==> src/design/fdd_pkg.sv <==
// fdd_pkg: shared constants, types and the cordic angle table for the
// fm discriminator / decimator. No dependencies.
package fdd_pkg;

  localparam int SAMPLE_BITS_DEFAULT   = 8;
  localparam int CORDIC_STAGES_DEFAULT = 16;
  localparam int CORDIC_STAGES_MAX     = 24;

  localparam int CFG_W     = 6;    // decim_factor, keep_every
  localparam int GAIN_W    = 16;   // audio_gain
  localparam int CFG_IDX_W = 2;
  localparam int AUDIO_W   = 16;

  // datapath widths of the cordic chain (scaled product sits in 33 bits)
  localparam int XW     = 35;
  localparam int ZW     = 34;
  localparam int CODE_W = 17;

  localparam logic [CFG_W-1:0]  DECIM_FACTOR_RESET = 6'd10;
  localparam logic [CFG_W-1:0]  KEEP_EVERY_RESET   = 6'd4;
  localparam logic [GAIN_W-1:0] AUDIO_GAIN_RESET   = 16'd30881;

  typedef enum logic [CFG_IDX_W-1:0] {
    REG_DECIM_FACTOR = 2'd0,
    REG_KEEP_EVERY   = 2'd1,
    REG_AUDIO_GAIN   = 2'd2
  } cfg_reg_t;

  // one cordic slot handed from cell to cell
  typedef struct packed {
    logic                 valid;
    logic                 axis;      // product lies on the real axis
    logic                 axis_neg;  // real part negative
    logic signed [XW-1:0] x;
    logic signed [XW-1:0] y;
    logic signed [ZW-1:0] z;
  } cordic_t;

  // atan(2^-i), 2^31 means pi
  function automatic logic signed [ZW-1:0] atan_entry(input int idx);
    logic signed [ZW-1:0] v;
    begin
      case (idx)
        0:  v = 34'sd536870912;
        1:  v = 34'sd316933406;
        2:  v = 34'sd167458907;
        3:  v = 34'sd85004756;
        4:  v = 34'sd42667331;
        5:  v = 34'sd21354465;
        6:  v = 34'sd10679838;
        7:  v = 34'sd5340245;
        8:  v = 34'sd2670163;
        9:  v = 34'sd1335087;
        10: v = 34'sd667544;
        11: v = 34'sd333772;
        12: v = 34'sd166886;
        13: v = 34'sd83443;
        14: v = 34'sd41722;
        15: v = 34'sd20861;
        16: v = 34'sd10430;
        17: v = 34'sd5215;
        18: v = 34'sd2608;
        19: v = 34'sd1304;
        20: v = 34'sd652;
        21: v = 34'sd326;
        22: v = 34'sd163;
        23: v = 34'sd81;
        default: v = '0;
      endcase
      return v;
    end
  endfunction

endpackage

==> src/design/fdd_front.sv <==
// fdd_front: decimation counters, previous kept sample, conjugate product
// and cordic pre-rotation. Depends on fdd_pkg.
module fdd_front #(
  parameter int SAMPLE_BITS = fdd_pkg::SAMPLE_BITS_DEFAULT
) (
  input  logic                          clk,
  input  logic                          rst,
  input  logic                          adv,
  input  logic                          in_accept,
  input  logic signed [SAMPLE_BITS-1:0] in_i,
  input  logic signed [SAMPLE_BITS-1:0] in_q,
  input  logic [fdd_pkg::CFG_W-1:0]     decim_factor,
  input  logic [fdd_pkg::CFG_W-1:0]     keep_every,
  output fdd_pkg::cordic_t              cell_out
);
  import fdd_pkg::*;

  localparam int PW    = 2 * SAMPLE_BITS + 1;
  localparam int SHIFT = 32 - 2 * SAMPLE_BITS;
  localparam logic signed [ZW-1:0] Z_PI = ZW'(64'd1 << 31);

  logic [CFG_W-1:0] decim_count, decim_count_next;
  logic [CFG_W-1:0] keep_count, keep_count_next;
  logic [CFG_W-1:0] dlim, klim;
  logic [CFG_W:0]   decim_inc, keep_inc;
  logic signed [SAMPLE_BITS-1:0] prev_i, prev_q;
  logic keep, emit;

  logic signed [PW-1:0] re, im, re_next, im_next;
  logic                 prod_valid;

  logic signed [XW-1:0] xs, ys;
  cordic_t              cell_next;

  always_comb begin
    dlim = (decim_factor == '0) ? CFG_W'(1) : decim_factor;
    klim = (keep_every == '0) ? CFG_W'(1) : keep_every;
    keep = (decim_count == '0);
    emit = (keep_count == '0);
    decim_inc = {1'b0, decim_count} + (CFG_W+1)'(1);
    keep_inc  = {1'b0, keep_count} + (CFG_W+1)'(1);
    decim_count_next = (decim_inc >= {1'b0, dlim}) ? '0 : decim_inc[CFG_W-1:0];
    keep_count_next  = (keep_inc >= {1'b0, klim}) ? '0 : keep_inc[CFG_W-1:0];
    // current sample times conjugate of previous kept sample
    re_next = PW'(in_i * prev_i) + PW'(in_q * prev_q);
    im_next = PW'(in_q * prev_i) - PW'(in_i * prev_q);
  end

  always_ff @(posedge clk) begin
    if (rst) begin
      decim_count <= '0;
      keep_count  <= '0;
      prev_i      <= '0;
      prev_q      <= '0;
    end else if (in_accept) begin
      decim_count <= decim_count_next;
      if (keep) begin
        prev_i     <= in_i;
        prev_q     <= in_q;
        keep_count <= keep_count_next;
      end
    end
  end

  always_ff @(posedge clk) begin
    if (adv) begin
      re <= re_next;
      im <= im_next;
    end
    if (rst) begin
      prod_valid <= 1'b0;
    end else if (adv) begin
      prod_valid <= in_accept && keep && emit;
    end
  end

  // scale to full range and rotate into the right half plane
  always_comb begin
    xs = XW'(re) <<< SHIFT;
    ys = XW'(im) <<< SHIFT;
    cell_next.valid    = prod_valid;
    cell_next.axis     = (im == '0);
    cell_next.axis_neg = re[PW-1];
    if (re[PW-1]) begin
      cell_next.x = -xs;
      cell_next.y = -ys;
      cell_next.z = ys[XW-1] ? -Z_PI : Z_PI;
    end else begin
      cell_next.x = xs;
      cell_next.y = ys;
      cell_next.z = '0;
    end
  end

  always_ff @(posedge clk) begin
    if (rst) begin
      cell_out.valid <= 1'b0;
    end else if (adv) begin
      cell_out.valid <= cell_next.valid;
    end
    if (adv) begin
      cell_out.axis     <= cell_next.axis;
      cell_out.axis_neg <= cell_next.axis_neg;
      cell_out.x        <= cell_next.x;
      cell_out.y        <= cell_next.y;
      cell_out.z        <= cell_next.z;
    end
  end

endmodule

==> config.mk <==
export PLATFORM = sky130hd
export DESIGN_NAME = fdd_front
export DESIGN_NICKNAME = d
export VERILOG_FILES = /design/src/design/fdd_pkg.sv /design/src/design/fdd_front.sv
export SDC_FILE = /design/constraint.sdc
export NUM_CORES = 1
export LEC_CHECK = 0
export BUFFER_PORTS_ARGS = -buffer_cell sky130_fd_sc_hd__buf_2
export CORE_ASPECT_RATIO = 1.5
export CORE_MARGIN = 2
export CORE_UTILIZATION = 40
export DETAILED_ROUTE_END_ITERATION = 12
export SLEW_MARGIN = 20
export SYNTH_ARGS = -nofsm -noshare
export SYNTH_HDL_FRONTEND = slang
export SYNTH_SLANG_ARGS = --single-unit
==> constraint.sdc <==
create_clock -name clk -period 7.6 [get_ports clk]
set_clock_uncertainty 0.15 [all_clocks]
set_input_delay 1.52 -clock clk [delete_from_list [all_inputs] [get_ports clk]]
set_output_delay 1.52 -clock clk [all_outputs]
set_load 0.01 [all_outputs]
==> results of run 1 <==
metrics by stage:
stage / setup WS, ns / utilization, %
5_1_grt: 0.483 / 42.9
6_report: 0.725 / 42.9
3_5_place_dp: 0.309 / 42.1
2_1_floorplan: 0.479 / -
3_3_place_gp: 0.409 / 42.1
4_1_cts: 0.710 / 42.9
cells by family (layout without fill, tap and decap cells):
family	Yosys count	in the layout	share of synthesized area, %
compound gates	156	156	6.89
xor+xnor	86	86	4.73
fa+ha+maj	409	409	45.3
buf+inv	468	454	12.5
flops	106	106	18.1
mux	2	2	0.126
other cells	1	65	0.0235
simple gates	380	380	12.3
where the power goes:
group	switching [mW]	leakage (nW)	internal (mW)
combinational	1.95	6.83	1.58
sequential	0.135	0.995	1.03
clock	0.258	0.142	0.231
total	2.34	7.96	2.84
Yosys cell counts (all sizes together), types with 2 or more instances:
cell type  number
buf            67
nand3          13
a2111o          2
and2          144
ha            130
a21oi          53
nor3            6
a211oi          4
xnor2          67
a31o            2
o2111ai         2
o31ai           9
clkbuf         43
nor2           36
dfxtp          30
nor4            5
a311oi          2
mux2i           2
o211ai         17
o311ai          3
a21o           14
a2111oi         3
o41ai           4
or3             2
nand4           2
a211o           2
inv           358
o21ai          25
xor2           19
fa            279
edfxtp         76
or2             2
nand2         139
or4             2
nand2b         19
nor2b           2
a221oi          2
o21a            6
and3            3
o21bai          4
flip-flops by register name (all words and copies together), names as in the netlist:
register,flops
cell_out,43
decim_count,6
im,17
keep_count,6
prev_i,8
prev_q,8
prod_valid,1
re,17
how the worst max path moves through the flow:
stage	startpoint	endpoint	cells after the start
after floorplan	in_i[7]	re[16]$_DFFE_PP_	20
after global routing	in_q[7]	im[16]$_DFFE_PP_	20
after CTS	in_i[7]	re[16]$_DFFE_PP_	19
after global placement	in_i[7]	re[16]$_DFFE_PP_	18
final	in_i[7]	re[16]$_DFFE_PP_	19
after detailed placement	in_i[7]	re[16]$_DFFE_PP_	19
final cells by class:
cell class,count,area (µm²)
Fill cell,3874,22400
Clock buffer,9,225
Tap cell,500,626
Clock inverter,7,75.1
Timing Repair Buffer,80,415
Sequential cell,106,2880
Multi-Input combinational cell,1098,11300
Inverter,358,1340
routing by layer:
layer	wire length, µm	part of all wire [%]	up-vias	global-route usage (%)
met3	1320	4.1	44	2.12
li1	-	-	4900	-
met2	17300	54	240	30.6
met4	919	2.9	2	5.71
met5	7	0.022	-	0
met1	12400	39	5321	19.0
worst max-delay path: stages:
cell and delay, ns:
sky130_fd_sc_hd__buf_2 0.21, sky130_fd_sc_hd__nand2_1 0.14, sky130_fd_sc_hd__inv_1 0.11, sky130_fd_sc_hd__fa_1 0.66
sky130_fd_sc_hd__inv_1 0.13, sky130_fd_sc_hd__fa_1 0.49, sky130_fd_sc_hd__inv_1 0.05, sky130_fd_sc_hd__fa_1 0.51
sky130_fd_sc_hd__fa_1 0.44, sky130_fd_sc_hd__fa_1 0.54, sky130_fd_sc_hd__inv_1 0.05, sky130_fd_sc_hd__fa_1 0.53
sky130_fd_sc_hd__inv_1 0.04, sky130_fd_sc_hd__ha_1 0.35, sky130_fd_sc_hd__a21o_1 0.19, sky130_fd_sc_hd__a2111o_1 0.40
sky130_fd_sc_hd__a21oi_1 0.21, sky130_fd_sc_hd__o31ai_1 0.13, sky130_fd_sc_hd__xnor2_1 0.13
==> metrics list, run 1 <==
* Total power draw: 5.18 mW
- The hold violation total from the final report came to 0.
- After detailed routing, the number of vias per cell comes to 4.87.
- Yosys printed 0 warnings.
- After synthesis, the cell types taking the most area are sky130_fd_sc_hd__fa_1 (35%), sky130_fd_sc_hd__edfxtp_1 (14%), sky130_fd_sc_hd__ha_1 (10%), sky130_fd_sc_hd__inv_1 (8.4%), sky130_fd_sc_hd__and2_1 (5.7%).
* Number of port buffers: 75
- In this run the most critical hold path is launched from prod_valid$_SDFFE_PP0P_.
* Dpl cells: 2142
* Remaining design rule violation count: 0
- The number of setup buffers added after CTS is 0.
* Global-route wire length before repair: 55000 µm
- The repair_antennas step left the layout with diodes totalling 0.
* Highest achievable clock rate: 145 MHz
- Counting every instance in the synthesized netlist gives 1608.
- Maximum vdd drop: 340 µV
- Count of final setup violators: 0
- TritonCTS clock tree: built
* Global-route usage over all layers: 16.4%
* Class of the worst hold path: reg -> reg
* Number of hold-repair buffers added at the cts stage: 0
* Capturing element type of the critical path: flip-flop
* Headroom to the max-slew limit: 33.2%
* Share of the yosys chip area belonging to registers: 18.1%
* Router iterations before antenna repair: 5
- Clock sink count: 106
- Number of buffers created by CTS: 9
- Most frequently used flop master after synthesis: sky130_fd_sc_hd__edfxtp_1
- The top cell type by area accounts for 35.1% of the synthesized area.
- The worst register-to-register path has a depth of 18.
- Remaining number of nets flagged by the antenna check after routing: 0
- Max-cap violations in this run came to 0.
- The die covers 0.0415 mm².
- RSZ-0062 raised after global routing: no
- In the final timing run, aggregate negative setup slack is 0 ns.
- Once the clock tree was built, the resizer swapped 0 gates to a different size.
- Hold Path Sink: prod_valid$_SDFFE_PP0P_
- In this run the worst path has a maximum fanout of 17.
- The floorplan has 89 rows.
- Total routed wirelength: 31900 µm
* Category of the critical setup timing path: in -> reg
- Summed instance area of the synthesized netlist: 0.0159 mm²
- Number of antenna violations at the first check in global routing: 1
* Worst r2r dst: re[16]$_DFFE_PP_
* Commonest non-fill, non-tap cell in the layout: sky130_fd_sc_hd__inv_1
- Entering global routing, the biggest net connects 61 pins.
* Clk_lat worst skew: 0.38 ns
- From synthesis to final layout, the design area changed by 5.82%.
- Reg-to-reg critical path startpoint: prev_i[1]$_SDFFE_PP0P_
* Clock-pin slew on the worst setup and hold paths: 0.08 ns
- The final number of max-transition violations was 0.
- The smallest clock period supported by the final layout is computed as 6.87 ns.
- Chip height: 248 µm
- The library cells used most frequently in the layout, excluding fill and tap cells, are sky130_fd_sc_hd__inv_1 (358), sky130_fd_sc_hd__fa_1 (279), sky130_fd_sc_hd__and2_1 (144).
* Worst Hold Slack: 0.337 ns
- Data arrival time of the critical path: 6.84 ns
- Nets: 2094
- Average footprint of a synthesized cell: 9.91 µm²
- Fin area: 0.0169 mm²
* Launching element type of the critical path: input pin
- For this configuration, the core starts out at a cell density of 40.5%.
- Placed standard-cell area: 0.0166 mm²
* Required time reported for the critical path endpoint: 7.57 ns
- After layout, the worst path uses 90.5% of the clock period.
* Count of unique library cells instantiated by Yosys: 57
- Register-to-register setup slack: 1.31 ns
* Total congestion overflow after global routing: 0
- The floorplan step defined a core boundary enclosing 0.0393 mm².
* Chip Width: 167 µm
* Routability Congestion: 0.799
* Result of the run: completed
* Number of violations reported at the end of detailed-routing iteration 0: 388
- Number of buffers on the longest clock path: 2
- Counting instances, the worst hold path has a depth of 2.
* Post-synth EDFFs: 76
- Of the cells placed in the final design, the portion with a size suffix greater than 1 is 6.82%.
* Root Buffer Master: sky130_fd_sc_hd__clkbuf_16
- For this run, asynchronously set or reset flops after synthesis account for 0%.
* Detailed placer's ending HPWL: 25600 µm
- Final standard cell count with taps included and fillers excluded: 2158
* Via Count: 10500
* Average wire per cell in the routed design: 14.8 µm
* H-Tree Level Count: 3
* Number of flip-flops and latches in the synthesized netlist: 106
- Power density over the cells: 307 mW/mm²
- 139 I/O pins were placed.
- Leakage: 7.96 nW
* Worst-Margin Slew: 0.999 ns
- Biggest area consumer among synthesized cells: sky130_fd_sc_hd__fa_1
- The via count of the first global-routing pass is 11300.
No activity file was read; power rests on OpenSTA's default activity.
==> run 2: changes to the inputs <==
==> constraint.sdc (replaced) <==
create_clock -name clk -period 7.6 [get_ports clk]
set_clock_uncertainty 0.15 [all_clocks]
set_input_delay 2.28 -clock clk [delete_from_list [all_inputs] [get_ports clk]]
set_output_delay 2.28 -clock clk [all_outputs]
set_load 0.01 [all_outputs]
==> metrics list, run 2 (synthesis gave the netlist of run 1 again) <==
- Result of the run: completed
- The headroom to the max-slew limit is 34.5% (+1.3 points).
* Average wire per cell in the routed design: 14.8 µm (+0.14%)
* Kind of cell adding the most delay to the critical path: adder cells
- Nets: 2163 (+3.3%)
- Remaining design rule violation count: 0 (unchanged)
- Total number of placement rows: 89 (unchanged)
- The total power came to 5.64 mW (+8.8%).
- The highest clock rate is 136 MHz (-6.3%).
* Placed standard-cell area: 0.0171 mm² (+3.4%)
* Total number of cells along the worst setup path: 18 (-1)
* Worst r2r dst: im[16]$_DFFE_PP_
- Capturing element type of the critical path: flip-flop
* H-Tree Level Count: 3 (unchanged)
* Fin area: 0.0174 mm² (+3.4%)
* Remaining number of nets flagged by the antenna check after routing: 0 (unchanged)
- The root buffer cell chosen for the clock tree is sky130_fd_sc_hd__clkbuf_16.
* Number of antenna violations at the first check in global routing: 2 (+1)
- Pins over their slew limit: 0 (unchanged)
- The most critical setup path has its startpoint at in_q[7].
- By startpoint and endpoint, the worst setup path is classified as in -> reg.
- The total congestion overflow after global routing came to 0 (unchanged).
- Leakage: 8.31 nW (+4.4%)
- Clock-pin slew on the worst setup and hold paths: 0.08 ns (about the same)
- Detailed placer's ending HPWL: 26700 µm (+4.4%)
- Worst-path fanout max: 16 (-1)
* Critical path buffers and inverters: 6 (unchanged)
* Chip Width: 167 µm (unchanged)
- Number of buffers on the longest clock path: 2 (unchanged)
* Commonest non-fill, non-tap cell in the layout: sky130_fd_sc_hd__inv_1
- The first-pass GRT wire length came to 56100 µm (+2.1%).
- The via count of the first global-routing pass came to 11500 (+2.1%).
* Power density over the cells: 323 mW/mm² (+5.2%)
- The filler cell count was 3781 (-2.4%).
* Required time reported for the critical path endpoint: 7.58 ns (about the same)
- Delay contributed by the slowest stage of the critical path: 0.56 ns (-0.10 ns)
- Count of final setup violators: 0 (unchanged)
- Traced cell by cell, the critical path runs through buf_2, and2_1, fa_1, buf_4, fa_1, inv_1, fa_1, inv_1, fa_1, fa_1, inv_1, fa_1, inv_1, ha_1, a2111o_1, a21oi_2, o31ai_1, xnor2_1.
- TritonCTS clock tree: built
- In the final layout, the registers with the most flip-flops are cell_out (43), im (17), re (17).
- Register-to-register setup slack: 1.59 ns (+0.28 ns)
- Final antenna diode count: 0 (unchanged)
- Count of maximum capacitance violations: 0 (unchanged)
* Top register by number of flip-flops: cell_out
- Number of buffers created by CTS: 9 (unchanged)
- Period Utilization, post-route: 96.5% (+6.0 points)
- Register area: 0.00288 mm² (unchanged)
- The count of buffers from port buffering came to 75 (unchanged).
- The worst-margin pin slew came to 0.980 ns (-0.0190 ns).
* Clk_lat worst skew: 0.38 ns (about the same)
* CP most frequent cell: sky130_fd_sc_hd__fa_1
- The critical path ends at re[16]$_DFFE_PP_.
* Launching element type of the critical path: input pin
- The hold violation total from the final report came to 0 (unchanged).
- The total number of clock tree sinks was 106 (unchanged).
* Routability Congestion: 0.849 (+6.2%)
- The initial detailed-routing violation count is 418 (+7.7%).
- R2R depth: 18 (unchanged)
* Class of the worst hold path: reg -> reg
- The count of hold buffers inserted by post-cts repair is 0 (unchanged).
* Synth-to-layout area growth: 9.44%
- The total die area came to 0.0415 mm² (unchanged).
- Setup repair after global routing left no endpoint under its margin.
* Number of ports placed on the die boundary: 139 (unchanged)
- Maximum vdd drop: 373 µV (+9.5%)
- In the layout the commonest cells are sky130_fd_sc_hd__inv_1 (356), sky130_fd_sc_hd__fa_1 (278), sky130_fd_sc_hd__and2_1 (143).
* Highest-delay cell along the critical path: sky130_fd_sc_hd__fa_1
- Largest register FFs: 43 (unchanged)
- Maximum number of pins on one net before global-route repair: 62 (+1.6%)
- Layout cell share with drive strength beyond 1: 11.1% (+4.2 points)
- Core area: 0.0393 mm² (unchanged)
- Total routed wirelength: 33000 µm (+3.3%)
- Initial standard-cell utilization of the core: 40.5% (unchanged)
- Crit path time final: 7.33 ns (+0.459 ns)
- The total routing usage reported by global routing was 16.8% (+0.47 points).
- The vertical extent of the die was 248 µm (unchanged).
* Combined area of the multi-input logic cells: 0.0113 mm² (+0.26%)
- The number of search-and-repair iterations in the first detailed-routing pass is 5 (unchanged).
- Via Count: 10700 (+1.7%)
- In this run the critical register-to-register path is launched from prev_i[7]$_SDFFE_PP0P_.
- The arrival time at the worst endpoint came to 7.31 ns (+0.47 ns).
* Average via count per standard cell: 4.80 (-1.4%)
## run 2: final cells by class
type / instances / area share [%]
Tap cell: 500 / 3.59
Sequential cell: 106 / 16.5
Timing Repair Buffer: 149 / 5.42
Multi-Input combinational cell: 1098 / 64.9
Clock buffer: 9 / 1.29
Clock inverter: 7 / 0.531
Inverter: 358 / 7.71
## run 2: worst reg2reg max path, stage by stage (launching register included)
cell	delay [ns]
sky130_fd_sc_hd__dfxtp_1	0.42
sky130_fd_sc_hd__inv_1	0.53
sky130_fd_sc_hd__nor2_1	0.16
sky130_fd_sc_hd__fa_1	0.56
sky130_fd_sc_hd__inv_1	0.06
sky130_fd_sc_hd__fa_1	0.49
sky130_fd_sc_hd__fa_1	0.52
sky130_fd_sc_hd__inv_1	0.05
sky130_fd_sc_hd__fa_1	0.46
sky130_fd_sc_hd__fa_1	0.54
sky130_fd_sc_hd__inv_1	0.05
sky130_fd_sc_hd__fa_1	0.52
sky130_fd_sc_hd__inv_1	0.04
sky130_fd_sc_hd__ha_1	0.30
sky130_fd_sc_hd__o21ai_0	0.12
sky130_fd_sc_hd__a21oi_1	0.23
sky130_fd_sc_hd__a21oi_1	0.12
sky130_fd_sc_hd__o31ai_1	0.31
sky130_fd_sc_hd__xnor2_1	0.11
## run 2: how the worst min path moves through the flow
| stage | start | slack (ns) | cells past startpoint | to |
|---|---|---|---|---|
| detailed placement | prod_valid$_SDFFE_PP0P_ | 0.32 | 2 | prod_valid$_SDFFE_PP0P_ |
| floorplan | prod_valid$_SDFFE_PP0P_ | 0.30 | 2 | prod_valid$_SDFFE_PP0P_ |
| CTS | prod_valid$_SDFFE_PP0P_ | 0.34 | 2 | prod_valid$_SDFFE_PP0P_ |
| global route | prod_valid$_SDFFE_PP0P_ | 0.35 | 2 | prod_valid$_SDFFE_PP0P_ |
| global placement | prod_valid$_SDFFE_PP0P_ | 0.31 | 2 | prod_valid$_SDFFE_PP0P_ |
| finish | prod_valid$_SDFFE_PP0P_ | 0.33 | 2 | prod_valid$_SDFFE_PP0P_ |
## run 2: per-layer routing
layer  up-vias  share of wire [%]  wire length (µm)  global-route usage, %
li1       5045                  -                 -                      -
met1      5384                 39             12800                   19.6
met2       218                 55             18200                   32.0
met3        37                3.8              1250                   2.08
met4         4                2.1               694                   4.73
met5         -              0.064                21                      0
## run 2: through the flow
| step | worst slack [ns] | cells | hold WS, ns | setup TNS, ns | utilization, % |
|---|---|---|---|---|---|
| final | 0.266 | 2227 | 0.332 | 0 | 44.4 |
| after global routing | 0.0259 | 2227 | 0.353 | 0 | 44.4 |
| after CTS | 0.270 | 2227 | 0.337 | 0 | 44.3 |
| after detailed placement | -0.124 | 2211 | 0.325 | -0.737 | 43.5 |
| after global placement | -0.0806 | 2211 | 0.310 | -0.327 | 43.5 |
| after floorplan | 0.00667 | 1672 | 0.299 | 0 | - |
## run 2: timing repair
| action | in CTS | in global routing |
|---|---|---|
| resized for setup | 0 | 1 |
| endpoints found under the setup margin | 0 | 1 |
| setup buffers | 0 | 0 |
| endpoints found under the hold margin | 0 | 0 |
## run 2: power by group
group | internal [mW] | switching [mW] | leakage, nW
registers | 1.03 | 0.135 | 0.995
logic | 1.91 | 2.04 | 7.16
clock network | 0.265 | 0.257 | 0.155
==> run 3: changes to the inputs <==
--- a/config.mk
+++ b/config.mk
@@ -9,7 +9,9 @@
 export CORE_ASPECT_RATIO = 1.5
 export CORE_MARGIN = 2
 export CORE_UTILIZATION = 40
+export CTS_BUF_LIST = sky130_fd_sc_hd__clkbuf_4 sky130_fd_sc_hd__clkbuf_8 sky130_fd_sc_hd__clkbuf_16
 export DETAILED_ROUTE_END_ITERATION = 12
+export PLACE_DENSITY = 0.66
 export SLEW_MARGIN = 20
 export SYNTH_ARGS = -nofsm -noshare
 export SYNTH_HDL_FRONTEND = slang
==> metrics list, run 3 (synthesis gave the netlist of run 1 again) <==
- The run finished with clean final reports.
- STA classifies the critical path startpoint as an input pin.
* Register area: 0.00288 mm² (unchanged)
- Number of buffers created by CTS: 9 (unchanged)
* Router iterations before antenna repair: 5 (unchanged)
- The total power density per cell area is 322 mW/mm² (-0.25%).
- Pins over their slew limit: 0 (unchanged)
- The vias per cell was 4.83 (+0.62%).
* Clk_lat worst skew: 0.38 ns (about the same)
- In the layout the commonest cells are sky130_fd_sc_hd__inv_1 (356), sky130_fd_sc_hd__fa_1 (277), sky130_fd_sc_hd__and2_1 (143).
- TritonCTS clock tree: built
- The final wirelength was 33300 µm (+0.85%).
* Number of antenna violations at the first check in global routing: 1 (-1)
- Largest register FFs: 43 (unchanged)
* Number of ports placed on the die boundary: 139 (unchanged)
* Initial standard-cell utilization of the core: 40.5% (unchanged)
* Total number of placement rows: 89 (unchanged)
* Worst-path fanout max: 16 (unchanged)
* RSZ-0062 raised after global routing: no
- The buffer levels on the longest clock path came to 2 (unchanged).
- The worst setup path is captured at a flip-flop.
- Remaining design rule violation count: 0 (unchanged)
- Required time reported for the critical path endpoint: 7.57 ns (about the same)
* Nets: 2154 (-0.42%)
- Total congestion overflow after global routing: 0 (unchanged)
- Worst Hold Slack: 0.326 ns (-0.00572 ns)
- The cell leakage power came to 8.24 nW (-0.84%).
- Headroom to the max-slew limit: 42.0% (+7.5 points)
- Root Buffer Master: sky130_fd_sc_hd__clkbuf_16
- The aggregate negative setup slack came to 0 ns (unchanged).
- The area used by multi-input combinational logic came to 0.0113 mm² (about the same).
* Maximum number of pins on one net before global-route repair: 64 (+3.2%)
* Clock-pin slew on the worst setup and hold paths: 0.08 ns (about the same)
- Worst-Margin Slew: 0.870 ns (-0.109 ns)
- Via Count: 10700 (+0.17%)
- Commonest non-fill, non-tap cell in the layout: sky130_fd_sc_hd__inv_1
- Period Utilization, post-route: 97.2% (+0.73 points)
- The vertical extent of the die came to 248 µm (unchanged).
- Number of port buffers: 75 (unchanged)
* Category of the critical setup timing path: in -> reg
- Average wire per cell in the routed design: 15.0 µm (+1.3%)
* Remaining number of nets flagged by the antenna check after routing: 0 (unchanged)
- H-Tree Level Count: 3 (unchanged)
* Layout filler cell count: 3740 (-1.1%)
- Registers with the most flip-flops: cell_out (43), im (17), re (17)
- The final setup violation count was 0 (unchanged).
- The max-cap check violation count is 0 (unchanged).
- The via count of the first global-routing pass was 11600 (+0.68%).
- The count of hold buffers inserted by post-cts repair is 0 (unchanged).
* Top register by number of flip-flops: cell_out
- The horizontal die dimension came to 167 µm (unchanged).
- The arrival time at the worst endpoint was 7.36 ns (+0.05 ns).
- The hold violation total from the final report is 0 (unchanged).
- Number of violations reported at the end of detailed-routing iteration 0: 523 (+25%)
* Crit path time final: 7.39 ns (+0.0553 ns)
- The core area was 0.0393 mm² (unchanged).
- Relative to the synthesized area, the layout overhead comes to 8.65%.
* Class of the worst hold path: reg -> reg
* Maximum vdd drop: 326 µV (-12%)
- Global-route wire length before repair: 56100 µm (unchanged)
- Clock sink count: 106 (unchanged)
- Routability Congestion: 0.836 (-1.5%)
- Highest achievable clock rate: 135 MHz (-0.75%)
- The detailed placement HPWL is 27100 µm (+1.2%).
- The total die area was 0.0415 mm² (unchanged).
* Final antenna diode count: 0 (unchanged)
- Global-route usage over all layers: 16.9% (+0.025 points)
- Layout cell share with drive strength beyond 1: 10.5% (-0.52 points)
run 3: changes by cell type in the layout (fill, tap and decap cells not counted), sizes merged:
cell / before / now
buf: 149 / 140
bufinv: 1 / 0
clkinv: 3 / 2
clkinvlp: 0 / 1
run 3: power breakdown:
part           internal [mW]  switching (mW)
Sequential              1.03           0.135
Clock                  0.224           0.240
Combinational           1.89            2.06
run 3: worst paths after layout:
kind	start	endpoint	slack (ns)	depth (start not counted)
setup / recovery	in_q[7]	re[15]$_DFFE_PP_	0.21	17
hold / removal	prod_valid$_SDFFE_PP0P_	prod_valid$_SDFFE_PP0P_	0.33	2
setup reg to reg	prev_i[7]$_SDFFE_PP0P_	im[16]$_DFFE_PP_	1.42	18
hold reg to reg	prod_valid$_SDFFE_PP0P_	prod_valid$_SDFFE_PP0P_	0.33	2
run 3: per-stage QoR:
stage / util [%] / worst slack (ns) / power [mW] / cells / instance area (µm²)
after floorplan: - / 0.00667 / 4.00 / 1672 / 16200
after global placement: 43.3 / -0.121 / 5.04 / 2202 / 17000
after detailed placement: 43.3 / -0.209 / 5.16 / 2202 / 17000
after CTS: 44.0 / 0.191 / 5.66 / 2217 / 17300
after global routing: 44.0 / 0.0209 / 6.18 / 2217 / 17300
final: 44.0 / 0.210 / 5.58 / 2217 / 17300
run 3: repair_timing:
action / 4_1_cts / 5_1_grt
setup endpoints to repair: 0 / 2
resized for setup: 0 / 1
setup buffers: 0 / 0
run 3: cell type report:
type	instances	share of cell area, %
clock inverter	6	0.275
timing repair buffer	140	5.00
multi-input combinational	1098	65.4
sequential	106	16.7
tap	500	3.61
clock buffer	9	1.30
inverter	358	7.76
run 3: layer usage:
layer	part of all wire, %	wire [µm]	vias to the layer above	track usage [%]
met5	0.039	13	-	0
met4	3.7	1240	2	6.87
met3	4.3	1420	66	2.74
met2	54	17900	267	31.3
met1	38	12600	5362	19.0
li1	-	-	5009	-
run 3: worst max-delay path: stages:
cell and delay [ns]:
sky130_fd_sc_hd__buf_2 0.20, sky130_fd_sc_hd__and2_1 0.22, sky130_fd_sc_hd__buf_4 0.15, sky130_fd_sc_hd__fa_1 0.56
sky130_fd_sc_hd__fa_1 0.46, sky130_fd_sc_hd__fa_1 0.53, sky130_fd_sc_hd__fa_1 0.52, sky130_fd_sc_hd__fa_1 0.54
sky130_fd_sc_hd__inv_1 0.05, sky130_fd_sc_hd__fa_1 0.52, sky130_fd_sc_hd__inv_1 0.04, sky130_fd_sc_hd__ha_1 0.32
sky130_fd_sc_hd__a21o_1 0.20, sky130_fd_sc_hd__a21oi_1 0.18, sky130_fd_sc_hd__o21ai_1 0.14, sky130_fd_sc_hd__a311oi_2 0.31
sky130_fd_sc_hd__xnor2_1 0.12
